<file path="config.mk">
export PLATFORM = sky130hd
export DESIGN_NAME = rrhw_walker
export DESIGN_NICKNAME = d
export VERILOG_FILES = /design/src/sv/rrhw_pkg.sv /design/src/sv/rrhw_walker.sv
export SDC_FILE = /design/constraint.sdc
export NUM_CORES = 1
export LEC_CHECK = 0
export BUFFER_PORTS_ARGS = -buffer_cell sky130_fd_sc_hd__buf_2
export CELL_PAD_IN_SITES_DETAIL_PLACEMENT = 1
export CELL_PAD_IN_SITES_GLOBAL_PLACEMENT = 1
export CORE_MARGIN = 5
export CORE_UTILIZATION = 39
export CTS_BUF_LIST = sky130_fd_sc_hd__clkbuf_8
export DETAILED_ROUTE_END_ITERATION = 8
export PLACE_DENSITY_LB_ADDON = 0.1
export SYNTH_ARGS = -nofsm -noshare
export SYNTH_HDL_FRONTEND = slang
export SYNTH_SLANG_ARGS = --single-unit
</file>
<file path="constraint.sdc">
create_clock -name clk -period 3.6 [get_ports clk]
set_clock_uncertainty 0.1 [all_clocks]
set_input_delay 0.54 -clock clk [delete_from_list [all_inputs] [get_ports clk]]
set_output_delay 0.54 -clock clk [all_outputs]
set_load 0.01 [all_outputs]
</file>
<file path="src/sv/rrhw_pkg.sv">
`timescale 1ns / 1ps
// ----------------------------------------------------------------------------
// rrhw_pkg
// Shared types and constants of the receive ring header walker: the item and
// result payloads, the configuration set, the ring write port and the codes.
// ----------------------------------------------------------------------------
package rrhw_pkg;

  localparam int ADDR_W     = 13;
  localparam int RING_BYTES = 1 << ADDR_W;
  localparam int MAX_BUDGET = 32;

  localparam logic [15:0] ACK_ZERO     = 16'hFFF0;
  localparam logic [15:0] STATUS_OK    = 16'h0001;
  localparam logic [ADDR_W-1:0] ACK_OFFSET = ADDR_W'(16);

  localparam logic [11:0] MIN_FRAME_RESET = 12'd14;
  localparam logic [11:0] MAX_FRAME_RESET = 12'd1518;
  localparam logic [5:0]  BUDGET_RESET    = 6'd32;

  typedef enum logic [1:0] {
    CFG_MIN_FRAME = 2'd0,
    CFG_MAX_FRAME = 2'd1,
    CFG_BUDGET    = 2'd2
  } cfg_reg_t;

  typedef enum logic [2:0] {
    STOP_CAUGHT_UP = 3'd0,
    STOP_BUDGET    = 3'd1,
    STOP_NO_OK     = 3'd2,
    STOP_BAD_LEN   = 3'd3,
    STOP_SKIPPED   = 3'd4
  } stop_t;

  typedef enum logic [3:0] {
    ST_CLEAR,
    ST_IDLE,
    ST_SKIP_RD,
    ST_SKIP_CHK,
    ST_CHECK,
    ST_RD0,
    ST_RD1,
    ST_RD2,
    ST_RD3
  } walk_state_t;

  typedef struct packed {
    logic              mode;
    logic [ADDR_W-1:0] byte_address;
    logic [7:0]        byte_value;
    logic [ADDR_W-1:0] write_pointer;
    logic [15:0]       acknowledge_value;
  } item_t;

  typedef struct packed {
    logic              last;
    logic [ADDR_W-1:0] packet_position;
    logic [11:0]       packet_length;
    logic [15:0]       packet_status;
    logic [ADDR_W-1:0] new_acknowledge;
    logic [5:0]        packets_done;
    logic [2:0]        stop_reason;
  } result_t;

  typedef struct packed {
    logic [11:0] min_frame_length;
    logic [11:0] max_frame_length;
    logic [5:0]  packet_budget;
  } cfg_t;

  typedef struct packed {
    logic              en;
    logic [ADDR_W-1:0] addr;
    logic [7:0]        data;
  } ring_wr_t;

endpackage

</file>
<file path="src/sv/rrhw_walker.sv">
`timescale 1ns / 1ps
// ----------------------------------------------------------------------------
// rrhw_walker
// Sequencer that clears the ring after reset, stores ring bytes, and walks
// packet headers one byte read per cycle for a service request.
// ----------------------------------------------------------------------------
module rrhw_walker (
  input  logic                         clk,
  input  logic                         rst,
  input  logic                         start,
  input  rrhw_pkg::item_t              item,
  input  rrhw_pkg::cfg_t               cfg,
  input  logic [7:0]                   rdata,
  output logic                         busy,
  output rrhw_pkg::ring_wr_t           wr,
  output logic [rrhw_pkg::ADDR_W-1:0]  raddr,
  output logic                         result_valid,
  output rrhw_pkg::result_t            result
);
  import rrhw_pkg::*;

  walk_state_t       state, state_next;
  logic [ADDR_W-1:0] clr_addr, clr_addr_next;
  logic [ADDR_W-1:0] pos, pos_next;
  logic [ADDR_W-1:0] wp, wp_next;
  logic [5:0]        done, done_next;
  logic [15:0]       status, status_next;
  logic [7:0]        len_lo, len_lo_next;
  logic              result_valid_next;
  result_t           result_next;

  logic [ADDR_W-1:0] start_pos;
  logic [5:0]        budget;
  logic [15:0]       len;
  logic [ADDR_W-1:0] advance;

  function automatic result_t final_result(input logic [ADDR_W-1:0] p,
                                           input logic [5:0] n,
                                           input stop_t why);
    result_t r;
    r                 = '0;
    r.last            = 1'b1;
    r.new_acknowledge = p - ACK_OFFSET;
    r.packets_done    = n;
    r.stop_reason     = why;
    return r;
  endfunction

  assign busy      = (state != ST_IDLE);
  assign start_pos = (item.acknowledge_value == ACK_ZERO) ? '0
                     : item.acknowledge_value[ADDR_W-1:0] + ACK_OFFSET;
  assign budget    = (cfg.packet_budget > 6'(MAX_BUDGET)) ? 6'(MAX_BUDGET)
                     : cfg.packet_budget;
  assign len       = {rdata, len_lo};
  // Header plus payload, rounded up to the next 4-byte boundary.
  assign advance   = (len[ADDR_W-1:0] + ADDR_W'(7)) & ~ADDR_W'(3);

  always_ff @(posedge clk) begin
    if (rst) begin
      state        <= ST_CLEAR;
      clr_addr     <= '0;
      result_valid <= 1'b0;
    end else begin
      state        <= state_next;
      clr_addr     <= clr_addr_next;
      result_valid <= result_valid_next;
    end
    pos    <= pos_next;
    wp     <= wp_next;
    done   <= done_next;
    status <= status_next;
    len_lo <= len_lo_next;
    result <= result_next;
  end

  always_comb begin
    state_next        = state;
    clr_addr_next     = clr_addr;
    pos_next          = pos;
    wp_next           = wp;
    done_next         = done;
    status_next       = status;
    len_lo_next       = len_lo;
    result_valid_next = 1'b0;
    result_next       = result;
    wr                = '0;
    raddr             = pos;

    unique case (state)
      ST_CLEAR: begin
        wr.en         = 1'b1;
        wr.addr       = clr_addr;
        clr_addr_next = clr_addr + ADDR_W'(1);
        if (clr_addr == '1) begin
          state_next = ST_IDLE;
        end
      end
      ST_IDLE: begin
        if (start && !item.mode) begin
          wr.en   = 1'b1;
          wr.addr = item.byte_address;
          wr.data = item.byte_value;
        end else if (start) begin
          wp_next   = item.write_pointer;
          pos_next  = start_pos;
          done_next = '0;
          if (start_pos == '0 && item.write_pointer != '0) begin
            state_next = ST_SKIP_RD;
          end else begin
            state_next = ST_CHECK;
          end
        end
      end
      ST_SKIP_RD: begin
        raddr      = '0;
        state_next = ST_SKIP_CHK;
      end
      ST_SKIP_CHK: begin
        // Nothing valid at the ring start: resynchronize to the write pointer.
        if ((rdata & STATUS_OK[7:0]) == '0) begin
          result_valid_next = 1'b1;
          result_next       = final_result(wp, '0, STOP_SKIPPED);
          state_next        = ST_IDLE;
        end else begin
          state_next = ST_CHECK;
        end
      end
      ST_CHECK: begin
        if (pos == wp) begin
          result_valid_next = 1'b1;
          result_next       = final_result(pos, done, STOP_CAUGHT_UP);
          state_next        = ST_IDLE;
        end else if (done >= budget) begin
          result_valid_next = 1'b1;
          result_next       = final_result(pos, done, STOP_BUDGET);
          state_next        = ST_IDLE;
        end else begin
          raddr      = pos;
          state_next = ST_RD0;
        end
      end
      ST_RD0: begin
        status_next[7:0] = rdata;
        raddr            = pos + ADDR_W'(1);
        state_next       = ST_RD1;
      end
      ST_RD1: begin
        status_next[15:8] = rdata;
        raddr             = pos + ADDR_W'(2);
        state_next        = ST_RD2;
      end
      ST_RD2: begin
        len_lo_next = rdata;
        raddr       = pos + ADDR_W'(3);
        state_next  = ST_RD3;
      end
      ST_RD3: begin
        result_valid_next = 1'b1;
        if ((status & STATUS_OK) == '0) begin
          result_next = final_result(pos, done, STOP_NO_OK);
          state_next  = ST_IDLE;
        end else if (len < {4'd0, cfg.min_frame_length} ||
                     len > {4'd0, cfg.max_frame_length}) begin
          result_next = final_result(pos, done, STOP_BAD_LEN);
          state_next  = ST_IDLE;
        end else begin
          result_next                 = '0;
          result_next.packet_position = pos;
          result_next.packet_length   = len[11:0];
          result_next.packet_status   = status;
          result_next.packets_done    = done + 6'd1;
          done_next                   = done + 6'd1;
          pos_next                    = pos + advance;
          state_next                  = ST_CHECK;
        end
      end
      default: begin
        state_next = ST_IDLE;
      end
    endcase
  end

endmodule

</file>
Yosys cells after proc, flatten, opt, wreduce, memory -nomap -nowiden
Cells that the tools add are included.

operators by class
  reduce and logical (&&, ||, !) cells = 15
  bitwise logic cells = 1
  $add $sub $neg = 10
  eq/ne operators = 19
  magnitude comparators = 4
  mux-type cells = 36

operators with widths
  cell                                                                   count
  64-bit two-way mux                                                     5
  64-bit case mux with 3 select lines                                    1
  13-bit two-way mux                                                     5
  13-bit case mux with 4 select lines                                    1
  4-bit case mux with 9 select lines                                     1
  6-bit two-way mux                                                      5
  14-bit case mux with 2 select lines                                    1
  13-bit by 1-bit adder with 13-bit output, second input constant        2
  13-bit by 2-bit adder with 13-bit output, second input constant        2
  13-bit case mux with 2 select lines                                    1
  13-bit by 5-bit subtractor with 13-bit output, second input constant   2
  22-bit two-way mux                                                     1
  16-bit equality test, second input constant                            1
  4-bit by 3-bit equality test with 1-bit output, second input constant  4
  16-bit by 12-bit greater-than comparator with 1-bit output             1
  16-bit logical NOT                                                     1
  16-bit by 12-bit less-than comparator with 1-bit output                1
  4-bit two-way mux                                                      4
  3-bit two-way mux                                                      5
  13-bit adder                                                           1
  13-bit by 3-bit adder with 13-bit output, second input constant        1
  13-bit by 5-bit adder with 13-bit output, second input constant        1
  13-bit equality test                                                   1
  13-bit equality test, second input constant                            1
  25 further kinds                                                       36

storage, ports and cells
  output and inout bits = 101
  word-level logic and storage cells = 101
  input port bits = 92
  register bits = 138

Depth between registers and ports, before layout
Gate-level depths: netlist (run 1).

  word-level depth = 8
  gate-level depth with buffers = 11
  gate-level depth less buffers = 11

Least setup slack after synthesis (run 1)
No wires, ideal clock.

  path kind = input to register
  from = input port cfg[0] (netlist name)
  to = register result[0] (netlist name), enable pin
  stages on the path = 8
  setup time = 0.427 ns
  setup slack = 0.150 ns
  path buffers = 0
  arrival = 2.923 ns
  required time = 3.073 ns
  cells stage by stage = nor2b_1 ha_1 nand2b_1 a21o_1 a21oi_1 o21ai_0 a211o_1 o21a_1

on the way
  cells in the longest elaborated chain, start to end = 5

ends and longest elaborated chain
  item                               RTL line            source
  start: declaration                 rrhw_walker.sv:12   input rrhw_pkg::cfg_t cfg,
  6-bit greater-than comparator      rrhw_walker.sv:52   assign budget = (cfg.packet_budget > 6'(MAX_BUDGET)) ? 6'(MAX_BUDGET)
  6-bit two-way mux (*)              rrhw_walker.sv:52
  6-bit >= comparator (*)            rrhw_walker.sv:133  end else if (done >= budget) begin
  3-bit != test (no line) (*)        --
  3-bit AND reduction (no line) (*)  --
  end signal: assignment             rrhw_walker.sv:73   result <= result_next;
  end: declaration                   rrhw_walker.sv:18   output rrhw_pkg::result_t result

Every way passes the cells marked *; elsewhere a longest branch is shown, timed or not.
A chain may end at the register's enable or synchronous reset.

Worst setup path after layout (run 1)
  from = register len_lo[0]
  to = register pos[12], data pin

on the way
  cells in the longest elaborated chain, start to end = 5

ends and longest elaborated chain
  item                                      RTL line            source
  start: declaration                        rrhw_walker.sv:28   logic [7:0] len_lo, len_lo_next;
  start signal: assignment                  rrhw_walker.sv:72   len_lo <= len_lo_next;
  13-bit by 3-bit adder with 13-bit output  rrhw_walker.sv:56   assign advance = (len[ADDR_W-1:0] + ADDR_W'(7)) & ~ADDR_W'(3);
  13-bit adder                              rrhw_walker.sv:173  pos_next = pos + advance;
  13-bit two-way mux                        rrhw_walker.sv:162  end else if (len < {4'd0, cfg.min_frame_length} ||
  13-bit two-way mux                        rrhw_walker.sv:159  if ((status & STATUS_OK) == '0) begin
  13-bit case mux with 2 select lines       rrhw_walker.sv:89   unique case (state)
  via pos_next[12]                          rrhw_walker.sv:24   logic [ADDR_W-1:0] pos, pos_next;
  end signal: assignment                    rrhw_walker.sv:68   pos <= pos_next;
  end: declaration                          rrhw_walker.sv:24

The timed path passes the listed nets, and every way through them passes these cells. The select of a mux whose other input is x is not followed.

==> impl_results.md, run 1 <==
* Leakage at 3.960 nW
* Met2 wire len at 11.18 mm
* Fin Hold WS at 0.1858 ns
* GRT Overall Usage at 20.28%
* R2r startpoint: len_lo[0]
* Hold crit path type: in -> reg
* Hold depth at 1
* Setup TNS at 0 ns
* Most frequent cells in the layout: buf_2 (192), edfxtp_1 (120), nor2_1 (73)
* First DRT Iteration DRCs at 324
* CP Launch Type: register
* Max clock buf depth at 2
* Final critical-path share of the clock period at 93.42%
* DR pass1 iterations at 5
* Routed wl met3 at 1.272 mm
* # Post-CTS Setup Buffers at 0
* Setup WS post-layout at 0.2367 ns
* Post-DR wirelength/cell at 19.03 um
* Largest net degree at the start of global routing at 43
* Relative slew slack at 42.98%
* Crit path kind: reg -> reg
* Fin. max-slew vios at 0
* Placeable core region at 20,230 um2
* Syn nets at 915
* Root Buffer: clkbuf_8
* Area growth, synth to finish at 23.61%
* Reg2reg setup slack at 0.24 ns
* I/O pins at 193
* Worst r2r path cells at 10
* Share of the synthesized area in the top cell type at 44.94%
* RSZ-0062 raised after global routing: false
* Synth Warn # at 0
* FFs w/ async S/R, synth at 0%
* Fmax at 0.2973 GHz
* Hold Startpoint: item[23]
* Vias in the first global route at 6,821
* Share of layout cells above drive strength 1 at 28.56%
* Layout Nets at 1,127
* Mapped Area at 8019 um2
* PortBufs at 192
* Yosys reg bits at 138
* Die span in y at 153.4 um
* Ys flop type: edfxtp_1
* Grt ovf at 0
* HPWL Detailed at 18.71 mm
* Peak fanout along the critical path at 4
* Fill cell total of the finished layout at 2,362
* Critical path required time at 3.70 ns
* Cell taking the most area after synthesis: edfxtp_1
* Die width at 153.4 um
* Antenna violations before repair at 0
* Final Wtd Congestion at 0.8306
* Final-report hold violation count at 0
* # DRC at 0
* Max-cap viol count at 0
* Count of final setup violators at 0
* CTS tree: built
* Routed Antenna Nets at 0
* Worst EP arrival at 3.47 ns
* Die area at 23,530 um2
* Worst-Skew Late Latency at 0.45 ns
* Cts bufs inserted at 17
* Wl on met1 at 11.42 mm
* Most common cell after layout, fill and taps aside: buf_2
* Worst Tran Pin Value at 0.8521 ns
* Cells after Synth at 773
* Setup WS pre-CTS at 0.1653 ns
* CP Capture Type: register
* Setup crit start: len_lo[0]
* Clk sinks at 138
* Pwr/cell area at 331.5 nW/um2
* First-pass GRT wire length at 37.89 mm
* Top cells by area, synth: edfxtp_1 (45%), ha_1 (7.5%), dfxtp_1 (4.5%)
* Highest routed metal layer: met4
* Drt via density at 5.220
* Syn avg cell area at 10.37 um2
* Hold Path End: wp[7]
* Final core occ at 48.99%
* R2r endpoint: pos[12]
* Ant diodes at 0
* Row cnt at 52
* Clock transition at path regs at 0.09 ns
* EDFF count, synth at 120
* Synth cell types at 63
* Total Wirelength at 24.14 mm
* H-tree depth at 4
* Max rail drop VDD at 210.0 uV
* Via Count at 6,619
* Sequential cell area fraction in the yosys report at 49.43%
* Initial core utilization at 39.63%
* Period minus WS final at 3.363 ns
* Outcome: complete, no violations
==> report_power, final <==
group	switching, mW	total, mW	internal [mW]
Combinational	0.104	0.196	0.0920
Sequential	0.00380	1.73	1.72
Clock	0.665	1.36	0.697
==> sequential cells by signal (all words and copies together) (netlist names) <==
signal and flops:
result 64, status 16, clr_addr 13, pos 13
wp 13, len_lo 8, done 6, state 4
result_valid 1
==> cells by family (layout without fill, tap and decap cells) <==
logic type | count (synthesis) | count (layout) | synth area share (%)
and+or+nand+nor | 282 | 282 | 18.40
AOI/OAI and AO/OA | 156 | 156 | 12.54
DFF | 138 | 138 | 49.43
buffers and inverters | 75 | 300 | 3.729
xor gates and xnor gates | 70 | 70 | 7.646
adders and majority gates | 50 | 50 | 7.989
muxes | 2 | 2 | 0.2652
==> area by class of cell <==
cell class,instances,area [um2],share of cell area [%]
multi-input cells,560,3779,38.12
inverters,39,146.4,1.477
clock buffers,17,234.0,2.361
well taps,270,337.8,3.408
repair buffers,229,1264,12.75
clock inverters,15,187.7,1.893
flip-flops and latches,138,3964,39.99
==> metal layers <==
layer	GRT usage (%)	vias to the layer above
met4	4.626	0
met1	28.23	3191
li1	-	3230
met2	32.61	179
met3	4.467	19
met5	0	-
==> critical path, cell delays in order, from the launching register on <==
cell and delay [ns]:
edfxtp_1 0.43, or3_4 0.44, xor2_1 0.18, fa_1 0.45
a21o_1 0.17, a21oi_1 0.21, o21ai_1 0.15, a2111oi_2 0.32
nor4b_1 0.11, or3_1 0.32, a31o_2 0.25
==> metrics by stage <==
stage / total power [mW] / instances / cell area (um2)
floorplan: 1.855 / 773 / 8019
global placement: 1.954 / 1236 / 9475
detailed placement: 1.959 / 1236 / 9475
CTS: 3.310 / 1268 / 9897
global route: 3.423 / 1268 / 9912
finish: 3.285 / 1268 / 9912
==> cell usage after synthesis (3+ instances only) <==
cell type  count
nand3_1       15
inv_1         39
a21oi_1       36
nor2_1        74
and4_1         3
xor2_1        33
and2_1        48
xnor2_1       37
o211ai_1       5
or3_1          3
nor3_1        11
a22oi_1       11
nor2b_1        8
nor4b_1        4
buf_2          5
nand2_1       56
a22o_1        13
edfxtp_1     120
nand2b_1       5
or2_2          4
ha_1          48
a31oi_1       10
o21bai_1       3
nor4_1        12
o21ai_0       36
or4_1          3
a211o_1        3
and3_1         8
o22ai_1       10
a31o_2         3
a211oi_1       3
nand4_1       16
a21o_1         7
clkbuf_1      25
dfxtp_1       18
clkbuf_2       3
==> repair_timing <==
item,CTS,global route
setup endpoints to repair,0,5
hold buffers,0,0
resized for setup,0,5
==> worst max-delay path by stage <==
stage | end | slack [ns] | cells after the start
2_1_floorplan | result[0] | 0.15 | 8
6_report | pos[12] | 0.24 | 10
3_3_place_gp | pos[12] | 0.22 | 10
4_1_cts | pos[12] | 0.13 | 10
3_5_place_dp | pos[12] | 0.17 | 10
5_1_grt | raddr[11] | 0.01 | 10
Power figures use the tool's default switching activity.
==> run 2: changes to the inputs <==
CELL_PAD_IN_SITES_DETAIL_PLACEMENT = default   (was 1)
CELL_PAD_IN_SITES_GLOBAL_PLACEMENT = default   (was 1)
CORE_UTILIZATION = 51   (was 39)
PLACE_DENSITY = 0.8   (was default)
PLACE_DENSITY_LB_ADDON = default   (was 0.1)
==> impl_results.md, run 2 (synthesis results as in run 1) <==
* Outcome: complete, no violations
* Max-cap viol count at 0 (unchanged)
* Final critical-path share of the clock period at 94.52% (+1.1 points)
* Placeable core region at 15,310 um2 (-24%)
* Hold Path End: wp[5]
* DR pass1 iterations at 5 (unchanged)
* Period minus WS final at 3.403 ns (+0.03934 ns)
* # DRC at 0 (unchanged)
* CTS tree: built
* Largest net degree at the start of global routing at 66 (+53%)
* Clock transition at path regs at 0.07 ns (-0.02 ns)
* Setup WS pre-CTS at 0.1380 ns (-0.02739 ns)
* R2r endpoint: pos[12]
* R2r startpoint: len_lo[2]
* Row cnt at 45 (-13%)
* Die span in y at 135.4 um (-12%)
* RSZ-0062 raised after global routing: false
* Tot Pwr at 3.325 mW (+1.2%)
* Ant diodes at 0 (unchanged)
* Vias in the first global route at 6,675 (-2.1%)
* Worst r2r path cells at 10 (unchanged)
* Hold depth at 1 (unchanged)
* Via Count at 6,708 (+1.3%)
* Die width at 135.4 um (-12%)
* Crit path max-delay cell type: edfxtp_1
* Fin. max-slew vios at 0 (unchanged)
* GRT Overall Usage at 22.75% (+2.5 points)
* Initial core utilization at 52.36% (+13 points)
* Leakage at 3.916 nW (-1.1%)
* Largest registers: result (64), status (16)
* Worst path max stage delay at 0.46 ns (about the same)
* Worst-Skew Late Latency at 0.46 ns (about the same)
* Final Wtd Congestion at 0.9086 (+9.4%)
* Count of final setup violators at 0 (unchanged)
* Hold crit path type: in -> reg
* PortBufs at 192 (unchanged)
* Routed Antenna Nets at 0 (unchanged)
* Area growth, synth to finish at 21.55%
* Grt ovf at 0 (unchanged)
* Pwr/cell area at 341.1 nW/um2 (+2.9%)
* Relative slew slack at 45.08% (+2.1 points)
* First DRT Iteration DRCs at 679 (+110%)
* # Post-CTS Setup Buffers at 0 (unchanged)
* CP Launch Type: register
* Reg2reg setup slack at 0.20 ns (-0.04 ns)
* Fill cell total of the finished layout at 1,255 (-47%)
* CP Capture Type: register
* Setup WS post-layout at 0.1974 ns (-0.03934 ns)
* Cell breakdown of the critical path: or3_4 > xor2_1 > fa_1 > a21o_1 > a21oi_1 > o21ai_1 > a2111oi_2 > nor4b_1 > or3_1 > a31o_2
* Setup TNS at 0 ns (unchanged)
* Crit path kind: reg -> reg
* Area taken by multi-input logic gates at 3776 um2 (about the same)
* Worst Tran Pin Value at 0.8208 ns (-0.03134 ns)
* Cts bufs inserted at 17 (unchanged)
* Final core occ at 63.64% (+15 points)
* Largest register by flop count: result
* HPWL Detailed at 15.18 mm (-19%)
* Post-DR wirelength/cell at 17.13 um (-10%)
* Drt via density at 5.609 (+7.4%)
* Most common cell after layout, fill and taps aside: buf_2
* Final-report hold violation count at 0 (unchanged)
* I/O pins at 193 (unchanged)
* Max clock buf depth at 2 (unchanged)
* Antenna violations before repair at 0 (unchanged)
* Peak fanout along the critical path at 5 (+1)
* H-tree depth at 4 (unchanged)
* Max rail drop VDD at 226.8 uV (+8.0%)
* Most frequent cells in the layout: buf_2 (192), edfxtp_1 (120), nor2_1 (74)
* Critical path required time at 3.71 ns (about the same)
* Share of layout cells above drive strength 1 at 27.11% (-1.5 points)
* FF+latch area at 3965 um2 (about the same)
* Fin Hold WS at 0.1750 ns (-0.01084 ns)
* Fmax at 0.2939 GHz (-1.2%)
* Max reg flops at 64 (unchanged)
* Worst EP arrival at 3.51 ns (+0.04 ns)
* Root Buffer: clkbuf_8
* Layout Nets at 1,114 (-1.2%)
* Die area at 18,330 um2 (-22%)
* Clk sinks at 138 (unchanged)
* Hold Startpoint: item[21]
* Total Wirelength at 20.49 mm (-15%)
* First-pass GRT wire length at 32.97 mm (-13%)
==> run 2: cell count changes in the layout (fill, tap and decap cells not counted), sizes merged <==
cell and change:
buf -13, clkinv +3, inv -3, bufinv +2, clkinvlp -2
==> run 2: per-stage QoR <==
step / instance area, um2 / cells
2_1_floorplan: 8019 / 773
3_3_place_gp: 9291 / 1164
3_5_place_dp: 9291 / 1164
4_1_cts: 9733 / 1196
5_1_grt: 9747 / 1196
6_report: 9747 / 1196
==> run 2: report_power, final <==
part | switching (mW) | internal (mW)
registers | 0.00369 | 1.72
logic | 0.101 | 0.0914
clock network | 0.592 | 0.813
total | 0.697 | 2.63
==> run 2: how the worst max path moves through the flow <==
stage,startpoint,to,slack (ns)
floorplan,cfg[0],result[0],0.15
global placement,len_lo[2],pos[12],0.20
detailed placement,len_lo[2],pos[12],0.14
CTS,state[0],raddr[5],0.03
global route,len_lo[2],pos[12],0.03
finish,len_lo[2],pos[12],0.20
==> run 2: repair_timing <==
action | CTS | global route
gates resized for setup | 0 | 4
hold endpoints to repair | 0 | 0
hold buffers | 0 | 0
setup endpoints to repair | 0 | 8
==> run 2: area by class of cell <==
class / instances / area share [%]
clock buffers: 17 / 2.401
flip-flops and latches: 138 / 40.68
inverters: 39 / 1.502
multi-input cells: 560 / 38.74
clock inverters: 15 / 2.131
well taps: 211 / 2.709
repair buffers: 216 / 11.84
==> run 2: worst max-delay path: cells and delay by family, from the launching register on <==
| kind | cells | cell delay (ns) |
|---|---|---|
| simple gates | 3 | 0.86 |
| xor+xnor | 1 | 0.19 |
| flops | 1 | 0.46 |
| compound gates | 5 | 1.10 |
| fa+ha+maj | 1 | 0.45 |
==> run 2: layer usage <==
layer	vias up	wire [um]	GRT usage, %
met4	0	473	8.119
met3	38	1442	4.866
li1	3203	-	-
met5	-	0	0
met1	3175	8532	29.71
met2	292	10040	37.56
